### config.mk
export PLATFORM = sky130hd
export DESIGN_NAME = pis_front
export DESIGN_NICKNAME = d
export VERILOG_FILES = /design/src/rtl/pis_pkg.sv /design/src/rtl/pis_front.sv
export SDC_FILE = /design/constraint.sdc
export NUM_CORES = 2
export LEC_CHECK = 0
export BUFFER_PORTS_ARGS = -buffer_cell sky130_fd_sc_hd__buf_2
export CAP_MARGIN = 25
export CORE_MARGIN = 10
export CORE_UTILIZATION = 57
export DETAILED_ROUTE_END_ITERATION = 8
export PLACE_DENSITY = 0.79
export SLEW_MARGIN = 0
export SYNTH_ARGS = -nofsm -noshare
export SYNTH_HDL_FRONTEND = slang
export SYNTH_SLANG_ARGS = --single-unit
### constraint.sdc
create_clock -name clk -period 17.6 [get_ports clk]
set_input_delay 3.52 -clock clk [delete_from_list [all_inputs] [get_ports clk]]
set_output_delay 3.52 -clock clk [all_outputs]
set_load 0.01 [all_outputs]
### src/rtl/pis_pkg.sv
// ============================================================================
// pis_pkg: shared types and constants of the particle integration pipeline
// Transaction payloads, configuration codes, the stage payload and helpers.
// ============================================================================
`default_nettype none

package pis_pkg;

    localparam int unsigned CFG_IDX_W  = 2;
    localparam int unsigned CFG_DATA_W = 24;
    localparam int unsigned DIV_STEPS  = 16;

    localparam logic [CFG_IDX_W-1:0] REG_FRAME_DT    = 2'd0;
    localparam logic [CFG_IDX_W-1:0] REG_GRAVITY     = 2'd1;
    localparam logic [CFG_IDX_W-1:0] REG_KILL_ENABLE = 2'd2;

    localparam logic [15:0]        FRAME_DT_RESET = 16'd1092;
    localparam logic signed [23:0] GRAVITY_RESET  = 24'sd25600;
    localparam logic               KILL_RESET     = 1'b1;

    // Life fraction of one, Q1.16 held in 17 bits.
    localparam logic [16:0] ONE_Q16 = 17'h10000;

    typedef struct packed {
        logic [23:0]        age;
        logic [23:0]        lifetime;
        logic signed [23:0] vel_x;
        logic signed [23:0] vel_y;
        logic signed [23:0] pos_x;
        logic signed [23:0] pos_y;
        logic signed [23:0] angle;
        logic signed [23:0] spin;
        logic [31:0]        start_rgba;
        logic [31:0]        end_rgba;
        logic [19:0]        start_size;
        logic [19:0]        end_size;
    } item_t;

    typedef struct packed {
        logic [23:0]        new_age;
        logic signed [23:0] new_vel_y;
        logic signed [23:0] new_pos_x;
        logic signed [23:0] new_pos_y;
        logic signed [23:0] new_angle;
        logic [31:0]        cur_rgba;
        logic [19:0]        cur_size;
        logic               alive;
    } result_t;

    typedef struct packed {
        logic [15:0]        frame_dt;
        logic signed [23:0] gravity;
        logic               kill_enable;
    } cfg_t;

    // Payload carried from the front stage through motion and the divider.
    typedef struct packed {
        logic [23:0]        nage;
        logic [23:0]        lifetime;
        logic               alive;
        logic               full;
        logic [23:0]        rem;
        logic [15:0]        quo;
        logic signed [23:0] vel_y;
        logic signed [23:0] pos_x;
        logic signed [23:0] pos_y;
        logic signed [23:0] angle;
        logic signed [39:0] prod_g;
        logic signed [39:0] prod_x;
        logic signed [39:0] prod_s;
        logic [31:0]        start_rgba;
        logic [31:0]        end_rgba;
        logic [19:0]        start_size;
        logic [19:0]        end_size;
    } pipe_t;

    // Payload between the two interpolation stages.
    typedef struct packed {
        logic [23:0]        new_age;
        logic signed [23:0] new_vel_y;
        logic signed [23:0] new_pos_x;
        logic signed [23:0] new_pos_y;
        logic signed [23:0] new_angle;
        logic               alive;
        logic [31:0]        start_rgba;
        logic [19:0]        start_size;
        logic [31:0]        delta_rgba;
        logic [19:0]        delta_size;
    } lerp_t;

    // Clamp a 25-bit signed sum to the signed 24-bit range.
    function automatic logic signed [23:0] sat24(input logic signed [24:0] v);
        logic signed [23:0] r;
        if (v[24] != v[23])
        begin
            r = v[24] ? 24'sh800000 : 24'sh7FFFFF;
        end
        else
        begin
            r = v[23:0];
        end
        return r;
    endfunction

endpackage

`default_nettype wire

### src/rtl/pis_front.sv
// ============================================================================
// pis_front: first pipeline stage
// Advances the age, sets up the life-fraction division and forms the three
// frame-step products of velocity, gravity and spin.
// ============================================================================
`default_nettype none

module pis_front
    import pis_pkg::*;
(
    input  wire logic  clk,
    input  wire logic  rst_n,
    input  wire cfg_t  cfg,
    input  wire logic  up_valid,
    output logic       up_stall,
    input  wire item_t up_data,
    output logic       dn_valid,
    input  wire logic  dn_stall,
    output pipe_t      dn_data
);

    logic        valid_reg;
    pipe_t       data_reg;
    pipe_t       data_next;
    logic        hold;
    logic [24:0] age_sum;
    logic [23:0] nage;
    logic signed [40:0] mul_g;
    logic signed [40:0] mul_x;
    logic signed [40:0] mul_s;
    logic signed [16:0] dt_s;

    assign hold     = valid_reg & dn_stall;
    assign up_stall = hold;
    assign dn_valid = valid_reg;
    assign dn_data  = data_reg;

    always_comb
    begin
        age_sum = {1'b0, up_data.age} + {9'b0, cfg.frame_dt};
        nage    = age_sum[24] ? 24'hFFFFFF : age_sum[23:0];
        dt_s    = $signed({1'b0, cfg.frame_dt});
        mul_g   = cfg.gravity * dt_s;
        mul_x   = up_data.vel_x * dt_s;
        mul_s   = up_data.spin * dt_s;

        data_next            = '0;
        data_next.nage       = nage;
        data_next.lifetime   = up_data.lifetime;
        // Reaching the lifetime caps the fraction at one; a zero lifetime lands here too.
        data_next.full       = (nage >= up_data.lifetime);
        data_next.alive      = !(cfg.kill_enable && (nage >= up_data.lifetime));
        data_next.rem        = nage;
        data_next.quo        = '0;
        data_next.vel_y      = up_data.vel_y;
        data_next.pos_x      = up_data.pos_x;
        data_next.pos_y      = up_data.pos_y;
        data_next.angle      = up_data.angle;
        data_next.prod_g     = mul_g[39:0];
        data_next.prod_x     = mul_x[39:0];
        data_next.prod_s     = mul_s[39:0];
        data_next.start_rgba = up_data.start_rgba;
        data_next.end_rgba   = up_data.end_rgba;
        data_next.start_size = up_data.start_size;
        data_next.end_size   = up_data.end_size;
    end

    always_ff @(posedge clk or negedge rst_n)
    begin
        if (!rst_n)
        begin
            valid_reg <= 1'b0;
        end
        else if (!hold)
        begin
            valid_reg <= up_valid;
        end
    end

    always_ff @(posedge clk)
    begin
        if (!hold)
        begin
            data_reg <= data_next;
        end
    end

endmodule

`default_nettype wire

# --- After elaboration in Yosys (flattened, before gate mapping) ---
# Index checks and enable logic that the tools add are counted.
op_classes:
  n_addsub: 1
  multipliers: 3
  div: 0
  magnitude_cmp: 1
  eq_ne: 0
  n_shift: 0
  n_mux: 1
  bitwise_logic: 1
  reduce_logical: 2
op_table:
  columns: ["operator", "n"]
  rows:
  - ["$mul A24 B17 Y40", 3]
  - ["$add A24 B16 Y25", 1]
  - ["$ge A24 B24 Y1", 1]
  - ["$mux W24", 1]
  - ["$and A1 B1 Y1", 1]
  - ["$logic_and A1 B1 Y1", 1]
  - ["$logic_not A1 Y1", 1]
word_totals:
  regBits: 371
  latch_bits: 0
  ram_bits: 0
  rom_bits: 0
  in_bits: 341
  out_inout_bits: 412
  word_cells: 25
  memories: 0

# --- Logic depth before layout (Yosys ltp) ---
depth:
  ltp_word: 5
  ltp_mapped: 26
  depth_no_buf: 24

# --- Worst setup path after synthesis ---
# No wires, ideal clock.
synth_timing:
  path_type: "input to output"
  from: "in dn_stall"
  to: "out up_stall"
  arrival_time_ns: 12.184
  required_time_ns: 14.080
  setup_slack_ns: 1.896
  cell_stages: 2
  path_buffers: 0
  path_cell_list: "nand2_1 -> inv_1"
synth_between:
  elab_chain_len: 1
synth_lines:
  columns: ["element", "line", "text"]
  rows:
  - ["start, declared", "pis_front.sv:18", "input wire logic dn_stall,"]
  - ["$and A1 B1 Y1", "pis_front.sv:33", "assign hold = valid_reg & dn_stall;"]
  - ["end, declared", "pis_front.sv:15", "output logic up_stall,"]
# No other way between the ends.

==> impl_metrics.ini <==
[run_status]
status = complete, no violations

[cells_and_area]
layout_common_cells = 1407 x inv_1, 1117 x fa_1, 767 x nand2_1
layout_commonest_cell = inv_1
drive_gt1_frac = 0.1401
n_fill_cell = 7591
finalInstanceArea_um2 = 60300
syn_to_final_growth_pct = 10.86
final_util = 0.6356
final_nets = 7753

[worst_hold_path]
min_path_type = reg2reg
min_from = dn_valid
min_to = dn_valid
hold_path_depth = 2

[sta]
worstMarginPinSlew_ns = 1.144
rsz0062_at_grt = false
maxSlewViolCount = 0
finalCritPeriodShare = 0.5850
slew_headroom = 0.2373
skew_ns = 0.02093
hold_viol_final = 0
setup-violations-final = 0
period_needed_ns = 10.30
finalSetupTns_ns = 0
max_freq_ghz = 0.09713

[setup_path]
path_buf_inv = 5
r2r_cells = 3
cpMaxStageDelayCell = buf_4
regToRegStartpoint = dn_valid
reg2reg_slack_ns = 14.48
critPathMostFrequentCell = fa_1
worstPathRequired_ns = 17.95
max_stage_delay_ns = 0.73
path_delay_family = adder cells
end_kind = register
path_cells = buf_2 > buf_4 > nand2_1 > fa_1 > inv_1 > fa_1 > fa_1 > fa_1 > fa_1 > inv_1 > fa_1 > inv_1 > ha_1 > a211oi_1 > o21bai_1 > o311ai_0 > a21oi_1 > o41a_1 > a41oi_2 > a211oi_1 > xor2_1
cp_max_fo = 49
r2r-end = dn_data[158]
startpoint = cfg[33]
cp-start-kind = input pin
worstPathArrival_ns = 10.65
path_class = in2reg

[grt]
grt_pass1_wl_um = 244600
use_met2 = 0.4917
grt_use_met1 = 0.3682
busiest_layer = met2
grt_usage = 0.2962
antenna_found_initial = 60
grt_max_degree = 176
use_met3 = 0.07660
overflow = 0
grt_pass1_vias = 42324

[clock_tree]
clock_path_buffers = 3
cts_inserted_buffers = 41
ctsHoldBuffers = 0
clockRootBuffer = clkbuf_16
cts_setup_buffers = 0
cts_tree = yes
htree_levels = 2
clkLatencyLatePin_ns = 0.61
cts_resized = 0
clkTransAtPathRegs_ns = 0.06
cts.sinks = 371

[place]
port_buffers = 736
hpwl_um = 126900
dpl_cell_area_um2 = 58820
gp_congestion = 0.9505

[floorplan]
start_util = 0.5734
die_w_um = 328.9
num_rows = 113
die-height_um = 328.9
fp.coreArea_um2 = 94870
num_io_pins = 753
die_area_um2 = 108200

[synth]
async_flop_share = 0.002695
yosysWarnings = 0
syn_area_per_cell_um2 = 10.09
synth_cells = 5391
netlist_area_um2 = 54400
synth_edf_count = 370
synth-seq-area-share = 0.2047
yosys.cell_types.count = 74
synth_top_flop_cell = edfxtp_1
ys_ff_latch = 371

[drt]
drtIter0Drc = 3054
dr.pass1.iters = 5
drc_errors = 0
ant_nets = 0
viasPerCell = 5.395
finalWirelength_um = 158800
wl_per_cell_um = 21.76
vias = 39357

[run]
maxCapViolations = 0
[cells by family after synthesis]
family	count (synthesis)	share of synthesized area
AO/OA/AOI/OAI	353	0.04304
XOR/XNOR	140	0.02254
adder cells (fa/ha/maj)	1451	0.4879
buffers and inverters	1656	0.1171
flip-flops	371	0.2047
multiplexers	2	0.0003910
other	1	0.00006894
AND/OR/NAND/NOR	1417	0.1242
[cells in the mapped netlist (27+ instances only)]
master / instances / area [um2]
inv_1: 1407 / 5281
fa_1: 1117 / 22360
nand2_1: 768 / 2883
and2_1: 463 / 2897
edfxtp_1: 370 / 11110
ha_1: 334 / 4179
clkbuf_1: 205 / 769.5
xnor2_1: 99 / 867.1
a21oi_1: 96 / 480.5
o21ai_0: 69 / 345.3
nor2_1: 55 / 206.5
a21o_1: 50 / 375.4
xor2_1: 41 / 359.1
buf_4: 40 / 300.3
nand3_1: 27 / 135.1
[per-stage QoR]
stage	hold slack, ns	instances	worst slack [ns]
2_1_floorplan	3.224	5406	1.896
3_3_place_gp	1.081	7181	6.943
3_5_place_dp	1.099	7181	6.820
4_1_cts	1.114	7257	7.451
5_1_grt	1.200	7285	7.030
6_report	1.102	7295	7.304
[sequential cells by signal (all words and copies together), names as in the netlist]
register and flops:
dn_data 370, dn_valid 1
[worst register-to-register path, cell delays in order (launching register included)]
cell and delay (ns):
dfrtp_1 0.40, nand2_4 0.62, buf_4 0.73, buf_12 0.70
[area by class of cell]
cell class,instances,area [um2],share of cell area
antenna,36,90.09,0.001494
clock buffer,52,1067,0.01770
clock inverter,24,275.3,0.004565
inverter,1407,5281,0.08758
multi-input combinational,3379,36950,0.6128
sequential,371,11140,0.1847
tap,1265,1583,0.02625
timing repair buffer,761,3916,0.06494
[worst max path at each step]
stage / to / slack (ns) / depth (start not counted)
6_report: dn_data[182] / 7.30 / 21
3_5_place_dp: dn_data[182] / 6.82 / 21
4_1_cts: dn_data[182] / 7.45 / 21
2_1_floorplan: up_stall / 1.90 / 2
3_3_place_gp: dn_data[182] / 6.94 / 24
5_1_grt: dn_data[182] / 7.03 / 21
[layer usage]
layer	part of all wire	wire length, um
met1	0.37	58300
met2	0.49	78160
met3	0.10	16310
met4	0.037	5809
met5	0.0012	183
Power is not shown: default switching activity piles up to over one toggle a cycle in this logic, so the estimate is an artifact.
