[config.mk]
export PLATFORM = sky130hd
export DESIGN_NAME = pis_motion
export DESIGN_NICKNAME = d
export VERILOG_FILES = /design/src/rtl/pis_pkg.sv /design/src/rtl/pis_motion.sv
export SDC_FILE = /design/constraint.sdc
export NUM_CORES = 2
export LEC_CHECK = 0
export ABC_AREA = 1
export ABC_CLOCK_PERIOD_IN_PS = 25100
export BUFFER_PORTS_ARGS = -buffer_cell sky130_fd_sc_hd__buf_2
export CORE_ASPECT_RATIO = 1.5
export CORE_MARGIN = 5
export CORE_UTILIZATION = 33
export DETAILED_ROUTE_END_ITERATION = 10
export SLEW_MARGIN = 20
export SYNTH_ARGS = -nofsm -noshare
export SYNTH_HDL_FRONTEND = slang
export SYNTH_SLANG_ARGS = --single-unit
[constraint.sdc]
create_clock -name clk -period 25.1 [get_ports clk]
set_clock_uncertainty 0.05 [all_clocks]
set_input_delay 1.255 -clock clk [delete_from_list [all_inputs] [get_ports clk]]
set_output_delay 1.255 -clock clk [all_outputs]
set_load 0.005 [all_outputs]
[src/rtl/pis_pkg.sv]
// ============================================================================
// pis_pkg: shared types and constants of the particle integration pipeline
// Transaction payloads, configuration codes, the stage payload and helpers.
// ============================================================================
`default_nettype none

package pis_pkg;

    localparam int unsigned CFG_IDX_W  = 2;
    localparam int unsigned CFG_DATA_W = 24;
    localparam int unsigned DIV_STEPS  = 16;

    localparam logic [CFG_IDX_W-1:0] REG_FRAME_DT    = 2'd0;
    localparam logic [CFG_IDX_W-1:0] REG_GRAVITY     = 2'd1;
    localparam logic [CFG_IDX_W-1:0] REG_KILL_ENABLE = 2'd2;

    localparam logic [15:0]        FRAME_DT_RESET = 16'd1092;
    localparam logic signed [23:0] GRAVITY_RESET  = 24'sd25600;
    localparam logic               KILL_RESET     = 1'b1;

    // Life fraction of one, Q1.16 held in 17 bits.
    localparam logic [16:0] ONE_Q16 = 17'h10000;

    typedef struct packed {
        logic [23:0]        age;
        logic [23:0]        lifetime;
        logic signed [23:0] vel_x;
        logic signed [23:0] vel_y;
        logic signed [23:0] pos_x;
        logic signed [23:0] pos_y;
        logic signed [23:0] angle;
        logic signed [23:0] spin;
        logic [31:0]        start_rgba;
        logic [31:0]        end_rgba;
        logic [19:0]        start_size;
        logic [19:0]        end_size;
    } item_t;

    typedef struct packed {
        logic [23:0]        new_age;
        logic signed [23:0] new_vel_y;
        logic signed [23:0] new_pos_x;
        logic signed [23:0] new_pos_y;
        logic signed [23:0] new_angle;
        logic [31:0]        cur_rgba;
        logic [19:0]        cur_size;
        logic               alive;
    } result_t;

    typedef struct packed {
        logic [15:0]        frame_dt;
        logic signed [23:0] gravity;
        logic               kill_enable;
    } cfg_t;

    // Payload carried from the front stage through motion and the divider.
    typedef struct packed {
        logic [23:0]        nage;
        logic [23:0]        lifetime;
        logic               alive;
        logic               full;
        logic [23:0]        rem;
        logic [15:0]        quo;
        logic signed [23:0] vel_y;
        logic signed [23:0] pos_x;
        logic signed [23:0] pos_y;
        logic signed [23:0] angle;
        logic signed [39:0] prod_g;
        logic signed [39:0] prod_x;
        logic signed [39:0] prod_s;
        logic [31:0]        start_rgba;
        logic [31:0]        end_rgba;
        logic [19:0]        start_size;
        logic [19:0]        end_size;
    } pipe_t;

    // Payload between the two interpolation stages.
    typedef struct packed {
        logic [23:0]        new_age;
        logic signed [23:0] new_vel_y;
        logic signed [23:0] new_pos_x;
        logic signed [23:0] new_pos_y;
        logic signed [23:0] new_angle;
        logic               alive;
        logic [31:0]        start_rgba;
        logic [19:0]        start_size;
        logic [31:0]        delta_rgba;
        logic [19:0]        delta_size;
    } lerp_t;

    // Clamp a 25-bit signed sum to the signed 24-bit range.
    function automatic logic signed [23:0] sat24(input logic signed [24:0] v);
        logic signed [23:0] r;
        if (v[24] != v[23])
        begin
            r = v[24] ? 24'sh800000 : 24'sh7FFFFF;
        end
        else
        begin
            r = v[23:0];
        end
        return r;
    endfunction

endpackage

`default_nettype wire

[src/rtl/pis_motion.sv]
// ============================================================================
// pis_motion: three motion stages
// Applies gravity, moves x and the angle, then multiplies the new vertical
// velocity by the frame step and moves y with it.
// ============================================================================
`default_nettype none

module pis_motion
    import pis_pkg::*;
(
    input  wire logic        clk,
    input  wire logic        rst_n,
    input  wire logic [15:0] frame_dt,
    input  wire logic        up_valid,
    output logic             up_stall,
    input  wire pipe_t       up_data,
    output logic             dn_valid,
    input  wire logic        dn_stall,
    output pipe_t            dn_data
);

    logic  valid_a_reg, valid_b_reg, valid_c_reg;
    pipe_t data_a_reg, data_b_reg, data_c_reg;
    pipe_t data_a_next, data_b_next, data_c_next;
    logic  hold_a, hold_b, hold_c;
    logic signed [40:0] mul_y;

    assign hold_c   = valid_c_reg & dn_stall;
    assign hold_b   = valid_b_reg & hold_c;
    assign hold_a   = valid_a_reg & hold_b;
    assign up_stall = hold_a;
    assign dn_valid = valid_c_reg;
    assign dn_data  = data_c_reg;

    always_comb
    begin
        data_a_next       = up_data;
        data_a_next.vel_y = sat24($signed({up_data.vel_y[23], up_data.vel_y})
                                  + $signed({up_data.prod_g[39], up_data.prod_g[39:16]}));
        data_a_next.pos_x = sat24($signed({up_data.pos_x[23], up_data.pos_x})
                                  + $signed({up_data.prod_x[39], up_data.prod_x[39:16]}));
        // Rotation wraps, so the sum is simply kept to 24 bits.
        data_a_next.angle = up_data.angle + up_data.prod_s[39:16];
    end

    always_comb
    begin
        mul_y              = data_a_reg.vel_y * $signed({1'b0, frame_dt});
        data_b_next        = data_a_reg;
        data_b_next.prod_g = mul_y[39:0];
    end

    always_comb
    begin
        data_c_next       = data_b_reg;
        data_c_next.pos_y = sat24($signed({data_b_reg.pos_y[23], data_b_reg.pos_y})
                                  + $signed({data_b_reg.prod_g[39],
                                             data_b_reg.prod_g[39:16]}));
    end

    always_ff @(posedge clk or negedge rst_n)
    begin
        if (!rst_n)
        begin
            valid_a_reg <= 1'b0;
            valid_b_reg <= 1'b0;
            valid_c_reg <= 1'b0;
        end
        else
        begin
            if (!hold_a)
            begin
                valid_a_reg <= up_valid;
            end
            if (!hold_b)
            begin
                valid_b_reg <= valid_a_reg;
            end
            if (!hold_c)
            begin
                valid_c_reg <= valid_b_reg;
            end
        end
    end

    always_ff @(posedge clk)
    begin
        if (!hold_a)
        begin
            data_a_reg <= data_a_next;
        end
        if (!hold_b)
        begin
            data_b_reg <= data_b_next;
        end
        if (!hold_c)
        begin
            data_c_reg <= data_c_next;
        end
    end

endmodule

`default_nettype wire

== Word-level counts from Yosys, hierarchy flattened ==
Cells that the tools add are included.

* Register bits: 1193
* Bits of input ports: 430
* Output and inout bits: 412

* $add $sub $neg: 4
* Mux-type cells: 6
* Bitwise gates (word level): 3
* Equal/unequal tests: 3
* $mul: 1

{| class="wikitable"
|+ Operator list
! operator !! count
|-
| 24-bit two-way mux || 6
|-
| 24-bit by 24-bit adder with 25-bit output || 3
|-
| 24-bit by 17-bit multiplier with 40-bit output || 1
|-
| 24-bit adder || 1
|-
| 1-bit bitwise AND || 3
|-
| 1-bit != test || 3
|}

== Logic depth before layout (Yosys ltp) ==
* Depth after elaboration: 3
* Depth in mapped cells: 29

== Worst setup path after synthesis ==
No wires, ideal clock.

* Path type: input -> register
* Start: input dn_stall
* End: register data_a_reg[0] (netlist bit), enable pin
* Stages on the path: 5
* Arrival time: 26480 ps
* Setup time: 678 ps
* Buffers on the path: 0
* Path slack: -2108 ps
* Data required time: 24372 ps
* Cell sequence: nand2_1 nor2_1 inv_1 nor2_1 inv_1

* Word-level cells in the longest chain between the ends: 3

{| class="wikitable"
|+ Ends and longest elaborated chain
! item !! line !! source
|-
| from (decl) || pis_motion.sv:18 || <nowiki>input wire logic dn_stall,</nowiki>
|-
| 1-bit bitwise AND || pis_motion.sv:28 || <nowiki>assign hold_c = valid_c_reg & dn_stall;</nowiki>
|-
| 1-bit bitwise AND || pis_motion.sv:29 || <nowiki>assign hold_b = valid_b_reg & hold_c;</nowiki>
|-
| 1-bit bitwise AND || pis_motion.sv:30 || <nowiki>assign hold_a = valid_a_reg & hold_b;</nowiki>
|-
| via up_stall || pis_motion.sv:15 || <nowiki>output logic up_stall,</nowiki>
|-
| to (signal assigned) || pis_motion.sv:90 || <nowiki>data_a_reg <= data_a_next;</nowiki>
|-
| to (decl) || pis_motion.sv:23 || <nowiki>pipe_t data_a_reg, data_b_reg, data_c_reg;</nowiki>
|}

The timed path passes the listed nets, and every way through them passes these cells.
A chain may end at the register's enable or synchronous reset.

== Final worst setup path ==
* Start: input frame_dt[2]
* End: register data_b_reg[222] (netlist bit) (data pin)

* Word-level cells in the longest chain between the ends: 1

{| class="wikitable"
|+ Ends and longest elaborated chain
! item !! line !! source
|-
| from (decl) || pis_motion.sv:13 || <nowiki>input wire logic [15:0] frame_dt,</nowiki>
|-
| 24-bit by 17-bit multiplier with 40-bit output || pis_motion.sv:48 || <nowiki>mul_y = data_a_reg.vel_y * $signed({1'b0, frame_dt});</nowiki>
|-
| via mul_y[38] || pis_motion.sv:26 || <nowiki>logic signed [40:0] mul_y;</nowiki>
|-
| to (signal assigned) || pis_motion.sv:94 || <nowiki>data_b_reg <= data_b_next;</nowiki>
|-
| to (decl) || pis_motion.sv:23 ||
|}

The timed path passes the listed nets, and every way through them passes these cells.

==> results.cfg <==
[yosys]
synth_most_common_cell = edfxtp_1
ys_ff_latch = 1193
post_synth_main_area_contributors = edfxtp_1 62%, fa_1 13%, nand2_1 6.7%
syn_inst = 4446
synth_area_leader_cell = edfxtp_1
synth_edf_count = 1190
seq_area_frac_synth = 0.625
synth-async-reset-ratio = 0.00251
synth_area_sq_um = 57300
synth.avg_cell_area_sq_um = 12.9
synthTopCellsByCount = 1190 x edfxtp_1, 1029 x nand2_1, 841 x inv_1
synth_nets = 5445
yosysTopAreaCellShare = 0.624
yosysWarnings = 0
ys_types = 38
ys.flop_type = edfxtp_1

[timing]
relSlewSlack = 0.322
tns_ps = 0
fin_crit_ps = 6910
hold_viol_final = 0
fin_crit_sh = 0.275
worst_pin_slew_ps = 1020
fmax_mhz = 145
drv_slew = 0
setup_viol = 0
rsz0062_at_grt = no

[global_routing]
antenna_found_initial = 73
grt_overflow = 0
grt_max_degree = 133
grt_usage = 0.172
grt_first_pass_wirelength_microns = 234000
grt_pass1_vias = 36400

[cts]
cts-buffers-inserted = 110
ctsResizeCount = 0
clk_latency_ps = 730
postCtsSetupBuffers = 0
cts-root-buf = clkbuf_16
holdBufCountCts = 0
clk_path_buf_depth = 3
htreeDepth = 3
cts.sinks = 1193
path_clk_slew_ps = 70
cts_tree = built

[worst_setup_path]
required_ps = 25470
crit_type = input pin to flop
critPathArrivalTime_ps = 7290
max_stage_delay_ps = 780
end_kind = flop
cp_common_cell = fa_1
critPathSlowestCell = fa_1
worstSetupStartpointType = input pin
path_cells = buf_2 -> nand2_1 -> fa_1 -> fa_1 -> inv_1 -> fa_1 -> fa_1 -> fa_1 -> inv_1 -> fa_1 -> inv_1 -> ha_1 -> nand2_1 -> nor2_1 -> nand2_1 -> nor3_1 -> nand3_1 -> nand4_1 -> nand2_1
cp_max_fo = 24

[final_layout]
seq_area_sq_um = 35800
area_growth_syn_to_layout_pct = 18.2
multi_input_area_sq_um = 17900
post-route-cell-area_sq_um = 67700
num-nets-final = 6307
fin_util = 0.391
fill_cells = 16500
drive_gt1_frac = 0.196

[drt]
vias = 34900
post_drt_wl_per_cell_microns = 20.8
postRouteWirelength_microns = 160000
vias_per_cell = 4.54
antenna_left = 0
drc = 0
drtPass1Iterations = 5
dr.first_iter.drc_count = 2243

[floorplanning]
rows = 187
die_w_microns = 350
fp.dieH_microns = 520
initial_core_util = 0.331
fp.dieArea_sq_um = 182000
core-area_sq_um = 173000
io_pins = 842

[placement]
placed_area_sq_um = 64000
gp_congestion = 0.877
io_buffers = 825
dp_hpwl_microns = 125000

[job]
drv_cap = 0

[worst_hold_path]
hold_class = input pin to asynchronous set/reset pin

[outcome]
outcome = complete, no violations
worst max-delay path, delay by kind of cell:
family | cells | cell delay [ps]
buffers and inverters | 4 | 880
adders and majority gates | 7 | 3650
and+or+nand+nor | 8 | 1470
final timing paths:
check / from / endpoint / slack (ps) / cells after the start
setup / recovery: frame_dt[2] / data_b_reg[222] / 18190 / 19
hold / removal: rst_n / dn_valid / 270 / 1
setup reg to reg: data_a_reg[319] / data_b_reg[222] / 18370 / 18
hold reg to reg: data_b_reg[225] / dn_data[225] / 330 / 0
max in group asynchronous: rst_n / valid_a_reg / 24620 / 1
min in group clk: data_b_reg[225] / dn_data[225] / 330 / 0
stage by stage:
step	hold WS (ps)	setup slack, ps	instances
after floorplan	350	1870	4446
after global placement	350	17500	7464
after detailed placement	355	17440	7464
after CTS	201	18190	7665
after global routing	220	17980	7680
final	271	18190	7698
cell families (layout without fill, tap and decap cells):
| logic type | Yosys count | count (layout) | share of synthesized area |
|---|---|---|---|
| and+or+nand+nor | 1414 | 1414 | 0.101 |
| DFF | 1193 | 1193 | 0.625 |
| buffers and inverters | 934 | 1885 | 0.0628 |
| adders and majority gates | 569 | 569 | 0.174 |
| AOI/OAI and AO/OA | 242 | 242 | 0.0231 |
| xor gates and xnor gates | 94 | 94 | 0.0144 |
| other | 0 | 33 | 0 |
area by class of cell:
type	count	area share
diodes	33	0.00122
inverters	841	0.0469
flip-flops and latches	1193	0.529
repair buffers	843	0.0632
clock inverters	67	0.0114
clock buffers	134	0.0420
multi-input cells	2319	0.264
well taps	2268	0.0419
routing by layer:
layer / vias up / track usage / share of wire
met3: 305 / 0.0440 / 0.084
li1: 16200 / - / -
met2: 1326 / 0.297 / 0.49
met5: - / 0 / 0.00077
met4: 18 / 0.0612 / 0.035
met1: 17100 / 0.208 / 0.39
layout by cell type, fill, tap and decap left out, types with 6 or more instances in the layout:
master,Yosys,routed
buf_4,0,17
xnor2_1,19,19
o21bai_1,22,22
fa_1,376,376
nor2_2,11,11
inv_1,841,839
clkinv_1,0,16
edfxtp_1,1190,1190
nand4_1,40,40
bufinv_16,0,9
nand2_2,22,22
nand2_1,1029,1028
inv_6,0,11
clkbuf_16,0,110
ha_1,193,193
clkbuf_1,80,24
clkinv_2,0,17
clkinv_16,0,6
buf_2,1,825
xor2_1,75,75
nor2_1,158,158
diode_2,0,33
nand3_1,105,105
o21ai_0,66,66
a21oi_1,131,131
nor3_1,20,20
Power is not shown: default switching activity piles up to over one toggle a cycle in this logic, so the estimate is an artifact.
