<file path="src/rtl/pis_pkg.sv">
// ============================================================================
// pis_pkg: shared types and constants of the particle integration pipeline
// Transaction payloads, configuration codes, the stage payload and helpers.
// ============================================================================
`default_nettype none

package pis_pkg;

    localparam int unsigned CFG_IDX_W  = 2;
    localparam int unsigned CFG_DATA_W = 24;
    localparam int unsigned DIV_STEPS  = 16;

    localparam logic [CFG_IDX_W-1:0] REG_FRAME_DT    = 2'd0;
    localparam logic [CFG_IDX_W-1:0] REG_GRAVITY     = 2'd1;
    localparam logic [CFG_IDX_W-1:0] REG_KILL_ENABLE = 2'd2;

    localparam logic [15:0]        FRAME_DT_RESET = 16'd1092;
    localparam logic signed [23:0] GRAVITY_RESET  = 24'sd25600;
    localparam logic               KILL_RESET     = 1'b1;

    // Life fraction of one, Q1.16 held in 17 bits.
    localparam logic [16:0] ONE_Q16 = 17'h10000;

    typedef struct packed {
        logic [23:0]        age;
        logic [23:0]        lifetime;
        logic signed [23:0] vel_x;
        logic signed [23:0] vel_y;
        logic signed [23:0] pos_x;
        logic signed [23:0] pos_y;
        logic signed [23:0] angle;
        logic signed [23:0] spin;
        logic [31:0]        start_rgba;
        logic [31:0]        end_rgba;
        logic [19:0]        start_size;
        logic [19:0]        end_size;
    } item_t;

    typedef struct packed {
        logic [23:0]        new_age;
        logic signed [23:0] new_vel_y;
        logic signed [23:0] new_pos_x;
        logic signed [23:0] new_pos_y;
        logic signed [23:0] new_angle;
        logic [31:0]        cur_rgba;
        logic [19:0]        cur_size;
        logic               alive;
    } result_t;

    typedef struct packed {
        logic [15:0]        frame_dt;
        logic signed [23:0] gravity;
        logic               kill_enable;
    } cfg_t;

    // Payload carried from the front stage through motion and the divider.
    typedef struct packed {
        logic [23:0]        nage;
        logic [23:0]        lifetime;
        logic               alive;
        logic               full;
        logic [23:0]        rem;
        logic [15:0]        quo;
        logic signed [23:0] vel_y;
        logic signed [23:0] pos_x;
        logic signed [23:0] pos_y;
        logic signed [23:0] angle;
        logic signed [39:0] prod_g;
        logic signed [39:0] prod_x;
        logic signed [39:0] prod_s;
        logic [31:0]        start_rgba;
        logic [31:0]        end_rgba;
        logic [19:0]        start_size;
        logic [19:0]        end_size;
    } pipe_t;

    // Payload between the two interpolation stages.
    typedef struct packed {
        logic [23:0]        new_age;
        logic signed [23:0] new_vel_y;
        logic signed [23:0] new_pos_x;
        logic signed [23:0] new_pos_y;
        logic signed [23:0] new_angle;
        logic               alive;
        logic [31:0]        start_rgba;
        logic [19:0]        start_size;
        logic [31:0]        delta_rgba;
        logic [19:0]        delta_size;
    } lerp_t;

    // Clamp a 25-bit signed sum to the signed 24-bit range.
    function automatic logic signed [23:0] sat24(input logic signed [24:0] v);
        logic signed [23:0] r;
        if (v[24] != v[23])
        begin
            r = v[24] ? 24'sh800000 : 24'sh7FFFFF;
        end
        else
        begin
            r = v[23:0];
        end
        return r;
    endfunction

endpackage

`default_nettype wire

</file>
<file path="src/rtl/pis_lerp.sv">
// ============================================================================
// pis_lerp: colour and size interpolation, two stages
// Multiplies each end-minus-start difference by the life fraction, then adds
// the floored step to the start value into the result register.
// ============================================================================
`default_nettype none

module pis_lerp
    import pis_pkg::*;
(
    input  wire logic  clk,
    input  wire logic  rst_n,
    input  wire logic  up_valid,
    output logic       up_stall,
    input  wire pipe_t up_data,
    output logic       dn_valid,
    input  wire logic  dn_stall,
    output result_t    dn_data
);

    logic    valid_a_reg, valid_b_reg;
    lerp_t   data_a_reg;
    lerp_t   data_a_next;
    result_t data_b_reg;
    result_t data_b_next;
    logic    hold_a, hold_b;

    logic [16:0]        frac;
    logic signed [8:0]  ch_diff;
    logic signed [25:0] ch_prod;
    logic signed [20:0] sz_diff;
    logic signed [37:0] sz_prod;

    assign hold_b   = valid_b_reg & dn_stall;
    assign hold_a   = valid_a_reg & hold_b;
    assign up_stall = hold_a;
    assign dn_valid = valid_b_reg;
    assign dn_data  = data_b_reg;

    always_comb
    begin
        frac = up_data.full ? ONE_Q16 : {1'b0, up_data.quo};

        data_a_next            = '0;
        data_a_next.new_age    = up_data.nage;
        data_a_next.new_vel_y  = up_data.vel_y;
        data_a_next.new_pos_x  = up_data.pos_x;
        data_a_next.new_pos_y  = up_data.pos_y;
        data_a_next.new_angle  = up_data.angle;
        data_a_next.alive      = up_data.alive;
        data_a_next.start_rgba = up_data.start_rgba;
        data_a_next.start_size = up_data.start_size;

        ch_diff = '0;
        ch_prod = '0;
        for (int i = 0; i < 4; i++)
        begin
            ch_diff = $signed({1'b0, up_data.end_rgba[8*i +: 8]})
                      - $signed({1'b0, up_data.start_rgba[8*i +: 8]});
            ch_prod = 26'(ch_diff * $signed({1'b0, frac}));
            // Only the low bits of the floored step matter: the sum stays in range.
            data_a_next.delta_rgba[8*i +: 8] = ch_prod[23:16];
        end

        sz_diff = $signed({1'b0, up_data.end_size}) - $signed({1'b0, up_data.start_size});
        sz_prod = 38'(sz_diff * $signed({1'b0, frac}));
        data_a_next.delta_size = sz_prod[35:16];
    end

    always_comb
    begin
        data_b_next           = '0;
        data_b_next.new_age   = data_a_reg.new_age;
        data_b_next.new_vel_y = data_a_reg.new_vel_y;
        data_b_next.new_pos_x = data_a_reg.new_pos_x;
        data_b_next.new_pos_y = data_a_reg.new_pos_y;
        data_b_next.new_angle = data_a_reg.new_angle;
        data_b_next.alive     = data_a_reg.alive;
        for (int i = 0; i < 4; i++)
        begin
            data_b_next.cur_rgba[8*i +: 8] = data_a_reg.start_rgba[8*i +: 8]
                                             + data_a_reg.delta_rgba[8*i +: 8];
        end
        data_b_next.cur_size = data_a_reg.start_size + data_a_reg.delta_size;
    end

    always_ff @(posedge clk or negedge rst_n)
    begin
        if (!rst_n)
        begin
            valid_a_reg <= 1'b0;
            valid_b_reg <= 1'b0;
        end
        else
        begin
            if (!hold_a)
            begin
                valid_a_reg <= up_valid;
            end
            if (!hold_b)
            begin
                valid_b_reg <= valid_a_reg;
            end
        end
    end

    always_ff @(posedge clk)
    begin
        if (!hold_a)
        begin
            data_a_reg <= data_a_next;
        end
        if (!hold_b)
        begin
            data_b_reg <= data_b_next;
        end
    end

endmodule

`default_nettype wire

</file>
<file path="config.mk">
export PLATFORM = sky130hd
export DESIGN_NAME = pis_lerp
export DESIGN_NICKNAME = d
export VERILOG_FILES = /design/src/rtl/pis_pkg.sv /design/src/rtl/pis_lerp.sv
export SDC_FILE = /design/constraint.sdc
export NUM_CORES = 2
export LEC_CHECK = 0
export BUFFER_PORTS_ARGS = -buffer_cell sky130_fd_sc_hd__buf_4
export CORE_MARGIN = 2
export CORE_UTILIZATION = 35
export DETAILED_ROUTE_END_ITERATION = 16
export GPL_TIMING_DRIVEN = 0
export PLACE_DENSITY_LB_ADDON = 0.25
export SLEW_MARGIN = 20
export SYNTH_ARGS = -nofsm -noshare
export SYNTH_HDL_FRONTEND = slang
export SYNTH_SLANG_ARGS = --single-unit
</file>
<file path="constraint.sdc">
create_clock -name clk -period 20.8 [get_ports clk]
set_input_delay 6.24 -clock clk [delete_from_list [all_inputs] [get_ports clk]]
set_output_delay 6.24 -clock clk [all_outputs]
set_load 0.01 [all_outputs]
</file>
== Yosys cells after proc, flatten, opt, wreduce, memory -nomap -nowiden ==
Cells that the tools add are included.

* Register bits: 400
* Input bits: 414
* Output and inout port bits: 175

* Add/sub/neg operators: 10
* $mul: 5
* Mux-type cells: 1
* Bitwise operators: 2

{| class="wikitable"
|+ Operators with widths
! kind !! count
|-
| multiplier 9 x 18 -> 24 bit || 4
|-
| multiplier 21 x 18 -> 36 bit || 1
|-
| subtractor 8 x 8 -> 9 bit || 4
|-
| adder 8 bit || 4
|-
| subtractor 20 x 20 -> 21 bit || 1
|-
| adder 20 bit || 1
|-
| two-way mux 17 bit || 1
|-
| bitwise AND 1 bit || 2
|}

== Depth between registers and ports, before layout ==
* Depth in word-level cells: 2
* Mapped depth: 36
* Gate-level depth less buffers: 36

== Worst setup path before layout ==
OpenSTA, ideal clock, no wires.

* Path type: in2out
* Start: input port dn_stall
* End: output port up_stall
* Arrival: 12.612 ns
* Slack: 1.948 ns
* Stages: 2
* Buffers on the path: 0
* Cells stage by stage: nand3_1 -> inv_1

* Word-level cells in the longest chain between the ends: 2

{| class="wikitable"
|+ Ends and longest elaborated chain
! item !! line !! RTL
|-
| start: declaration || pis_lerp.sv:17 || <nowiki>input wire logic dn_stall,</nowiki>
|-
| bitwise AND 1 bit || pis_lerp.sv:34 || <nowiki>assign hold_b = valid_b_reg & dn_stall;</nowiki>
|-
| bitwise AND 1 bit || pis_lerp.sv:35 || <nowiki>assign hold_a = valid_a_reg & hold_b;</nowiki>
|-
| end: declaration || pis_lerp.sv:14 || <nowiki>output logic up_stall,</nowiki>
|}

Every way passes these cells.

==> reports/results.tsv <==
stage	metric	value	unit
status	status	complete, no violations	
timing	drv_slew	0	
clocking	cts_sinks	400	
yosys	synthXorXnorAreaFrac	3.376	%
global_routing	top_usage_layer	met2	
clocking	clkLatencyLatePin	0.64	ns
power_and_ir_drop	peakVddDrop	0.2179	mV
timing	finalSetupViolations	0	
yosys	synth_top_family_by_area	adder cells	
timing	fin_skew	0.03354	ns
final_layout	final_layout_size_suffix_gt1_share	12.01	%
clocking	numCtsBuffers	49	
worst_setup_path	worst_path_max_delay_cell	fa_1	
global_routing	grt_pass1_wl	204800	µm
yosys	synth_seq_area_share	26.76	%
final_layout	syn_to_final_growth	16.17	%
worst_setup_path	worstSetupStartpointType	primary input	
die	num_rows	131	
clocking	cts_resized	0	
global_routing	grt_use_total	21.01	%
yosys	ys_ff_latch	400	
clocking	cts_tree	built	
global_routing	gr-total-overflow	0	
worst_setup_path	cp.required	21.15	ns
min_path	hold_path_class	flop to flop	
yosys	yosysTopAreaCell	fa_1	
yosys	synth-edff-count	398	
power_and_ir_drop	leakage	24.85	nW
routing	ant_nets	0	
die	initial_utilization	35.22	%
placement	place_congestion	0.9354	
timing	worstMarginPinSlew	1.355	ns
global_routing	antenna_found_initial	7	
yosys	yosysWarnings	0	
timing	setup_tns	0	ns
yosys	syn_area	44850	µm²
global_routing	grt_max_degree	51	
final_layout	largest_reg_flops	225	
yosys	syn_inst	4309	
clocking	clock_path_buffers	3	
global_routing	use_met2	34.28	%
final_layout	fin_area	52100	µm²
timing	post-route-period-util	76.94	%
worst_setup_path	crit_path_end_kind	flop	
routing	drt_first_pass_iters	7	
global_routing	use_met1	26.85	%
placement	placement.io_buffers	420	
routing	via_per_inst	4.878	
placement	hpwlAfterDp	106700	µm
yosys	avgSynthCellArea	10.41	µm²
die	die_h	362.0	µm
timing	whs	0.4149	ns
yosys	synth_top_area_share	34.10	%
clocking	htree_levels	2	
yosys	yosys-top-cells-area	fa_1, edfxtp_1, ha_1	
timing	rsz0062_at_grt	no	
global_routing	grt_pass1_vias	33581	
worst_setup_path	worstPathMaxFanout	10	
routing	drc_errors	0	
die	die_area	131000	µm²
yosys	synth-main-ff-cell	edfxtp_1	
clocking	cts_setup_buffers	0	
power_and_ir_drop	p_per_area	155.0	nW/µm²
final_layout	fin_util	40.91	%
final_layout	nets	6357	
yosys	synth_compound_area_share	4.160	%
timing	max_freq	62.49	MHz
die	io-pin-count	589	
yosys	synthAdderAreaFrac	44.95	%
worst_setup_path	crit_top_cell	fa_1	
routing	totalWireLength	136100	µm
timing	slew_headroom	9.656	%
timing	final_hold_viol_count	0	
die	core	127400	µm²
global_routing	grt_use_met3	5.105	%
placement	place_area	50420	µm²
worst_setup_path	cp_data_arrival_time	16.35	ns
yosys	muxShareOfSynthArea	0.02232	%
yosys	yosys.area_share.simple	11.51	%
timing	post-route-min-period	16.00	ns
clocking	hold_buffers	0	
clocking	clk_pin_slew	0.06	ns
clocking	root_buffer	clkbuf_16	
yosys	ys_types	62	
die	die_w	362.0	µm
yosys	mappedNetlistNets	5876	
routing	vias	31676	
worst_setup_path	crit_type	primary input to flop	
run	drv_cap	0	
routing	wire_per_inst	20.96	µm
worst_setup_path	worst_path_largest_cell_delay	0.85	ns
yosys	async_flop_share	0.5000	%
routing	dr.first_iter.drc_count	2263	
## cell usage in the layout, fill, tap and decap left out, types with 86 or more instances in the layout
master / Yosys / final
fa_1: 764 / 764
inv_1: 951 / 951
nand2_1: 556 / 555
ha_1: 389 / 389
a21oi_1: 86 / 86
edfxtp_1: 398 / 398
nor2_1: 381 / 381
clkbuf_1: 129 / 128
xnor2_1: 124 / 113
buf_4: 1 / 421
## layout make-up
class / count / area [µm²]
Multi-Input combinational cell: 2809 / 28850
Buffer: 149 / 579.3
Sequential cell: 400 / 12000
Inverter: 951 / 3570
Fill cell: 12507 / 75250
Timing Repair Buffer: 430 / 3388
Tap cell: 1662 / 2079
Antenna cell: 2 / 5.005
Clock inverter: 32 / 344.1
Clock buffer: 58 / 1281
## metal layers
| metal | vias up | part of all wire (%) |
|---|---|---|
| li1 | 14138 | - |
| met1 | 15898 | 40 |
| met2 | 1325 | 46 |
| met3 | 309 | 9.1 |
| met4 | 6 | 4.7 |
| met5 | - | 0.030 |
## metrics by stage
stage / instances / setup WS (ns) / power (mW)
finish: 6493 / 4.797 / 8.078
global route: 6492 / 4.253 / 9.004
CTS: 6489 / 4.774 / 8.224
detailed placement: 6399 / 4.151 / 7.269
global placement: 6391 / -1.379 / 7.213
floorplan: 4309 / 1.948 / 5.615
## path summary, 6_finish.rpt
path | start | end | slack [ns] | cells after the start
max | up_data[0] | data_a_reg[19] | 4.80 | 33
max reg2reg | data_a_reg[0] | dn_data[19] | 17.22 | 13
min in group asynchronous | rst_n | dn_valid | 5.41 | 1
max in group asynchronous | rst_n | dn_valid | 15.31 | 1
min | data_a_reg[215] | dn_data[163] | 0.41 | 0
min reg2reg | data_a_reg[215] | dn_data[163] | 0.41 | 0
## report_power, final
part	total, mW	internal [mW]	switching [mW]
combinational	5.83	2.53	3.30
sequential	1.38	1.32	0.0554
clock	0.870	0.516	0.353
## cells by family (layout without fill, tap and decap cells)
family,after synthesis,after routing
adders and majority gates,1153,1153
xor gates and xnor gates,172,172
and+or+nand+nor,1203,1203
DFF,400,400
muxes,1,1
AOI/OAI and AO/OA,280,280
buffers and inverters,1100,1620
other,0,2
## critical path, delay by kind of cell
kind                     cells  cell delay, ns
buffers and inverters        5            0.61
AO/OA/AOI/OAI               15            4.30
adder cells (fa/ha/maj)      9            4.31
AND/OR/NAND/NOR              2            0.59
XOR/XNOR                     2            0.27
## cell usage after synthesis (5+ instances only)
library cell / n
nor2_1: 381
o21ai_0: 36
a21o_1: 38
a31oi_1: 7
or2_2: 36
and3_1: 6
o21bai_1: 22
buf_1: 18
o211ai_1: 6
nor2b_1: 29
nor4_1: 5
xor2_1: 47
inv_1: 951
nand3_1: 13
nand2b_1: 74
and2_1: 50
clkbuf_1: 129
xnor2_1: 124
a21boi_0: 5
nand2_1: 556
o21a_1: 23
edfxtp_1: 398
or3_1: 11
ha_1: 389
a211oi_1: 11
nor3_1: 26
a21oi_1: 86
fa_1: 764
No activity file was read; power rests on OpenSTA's default activity.
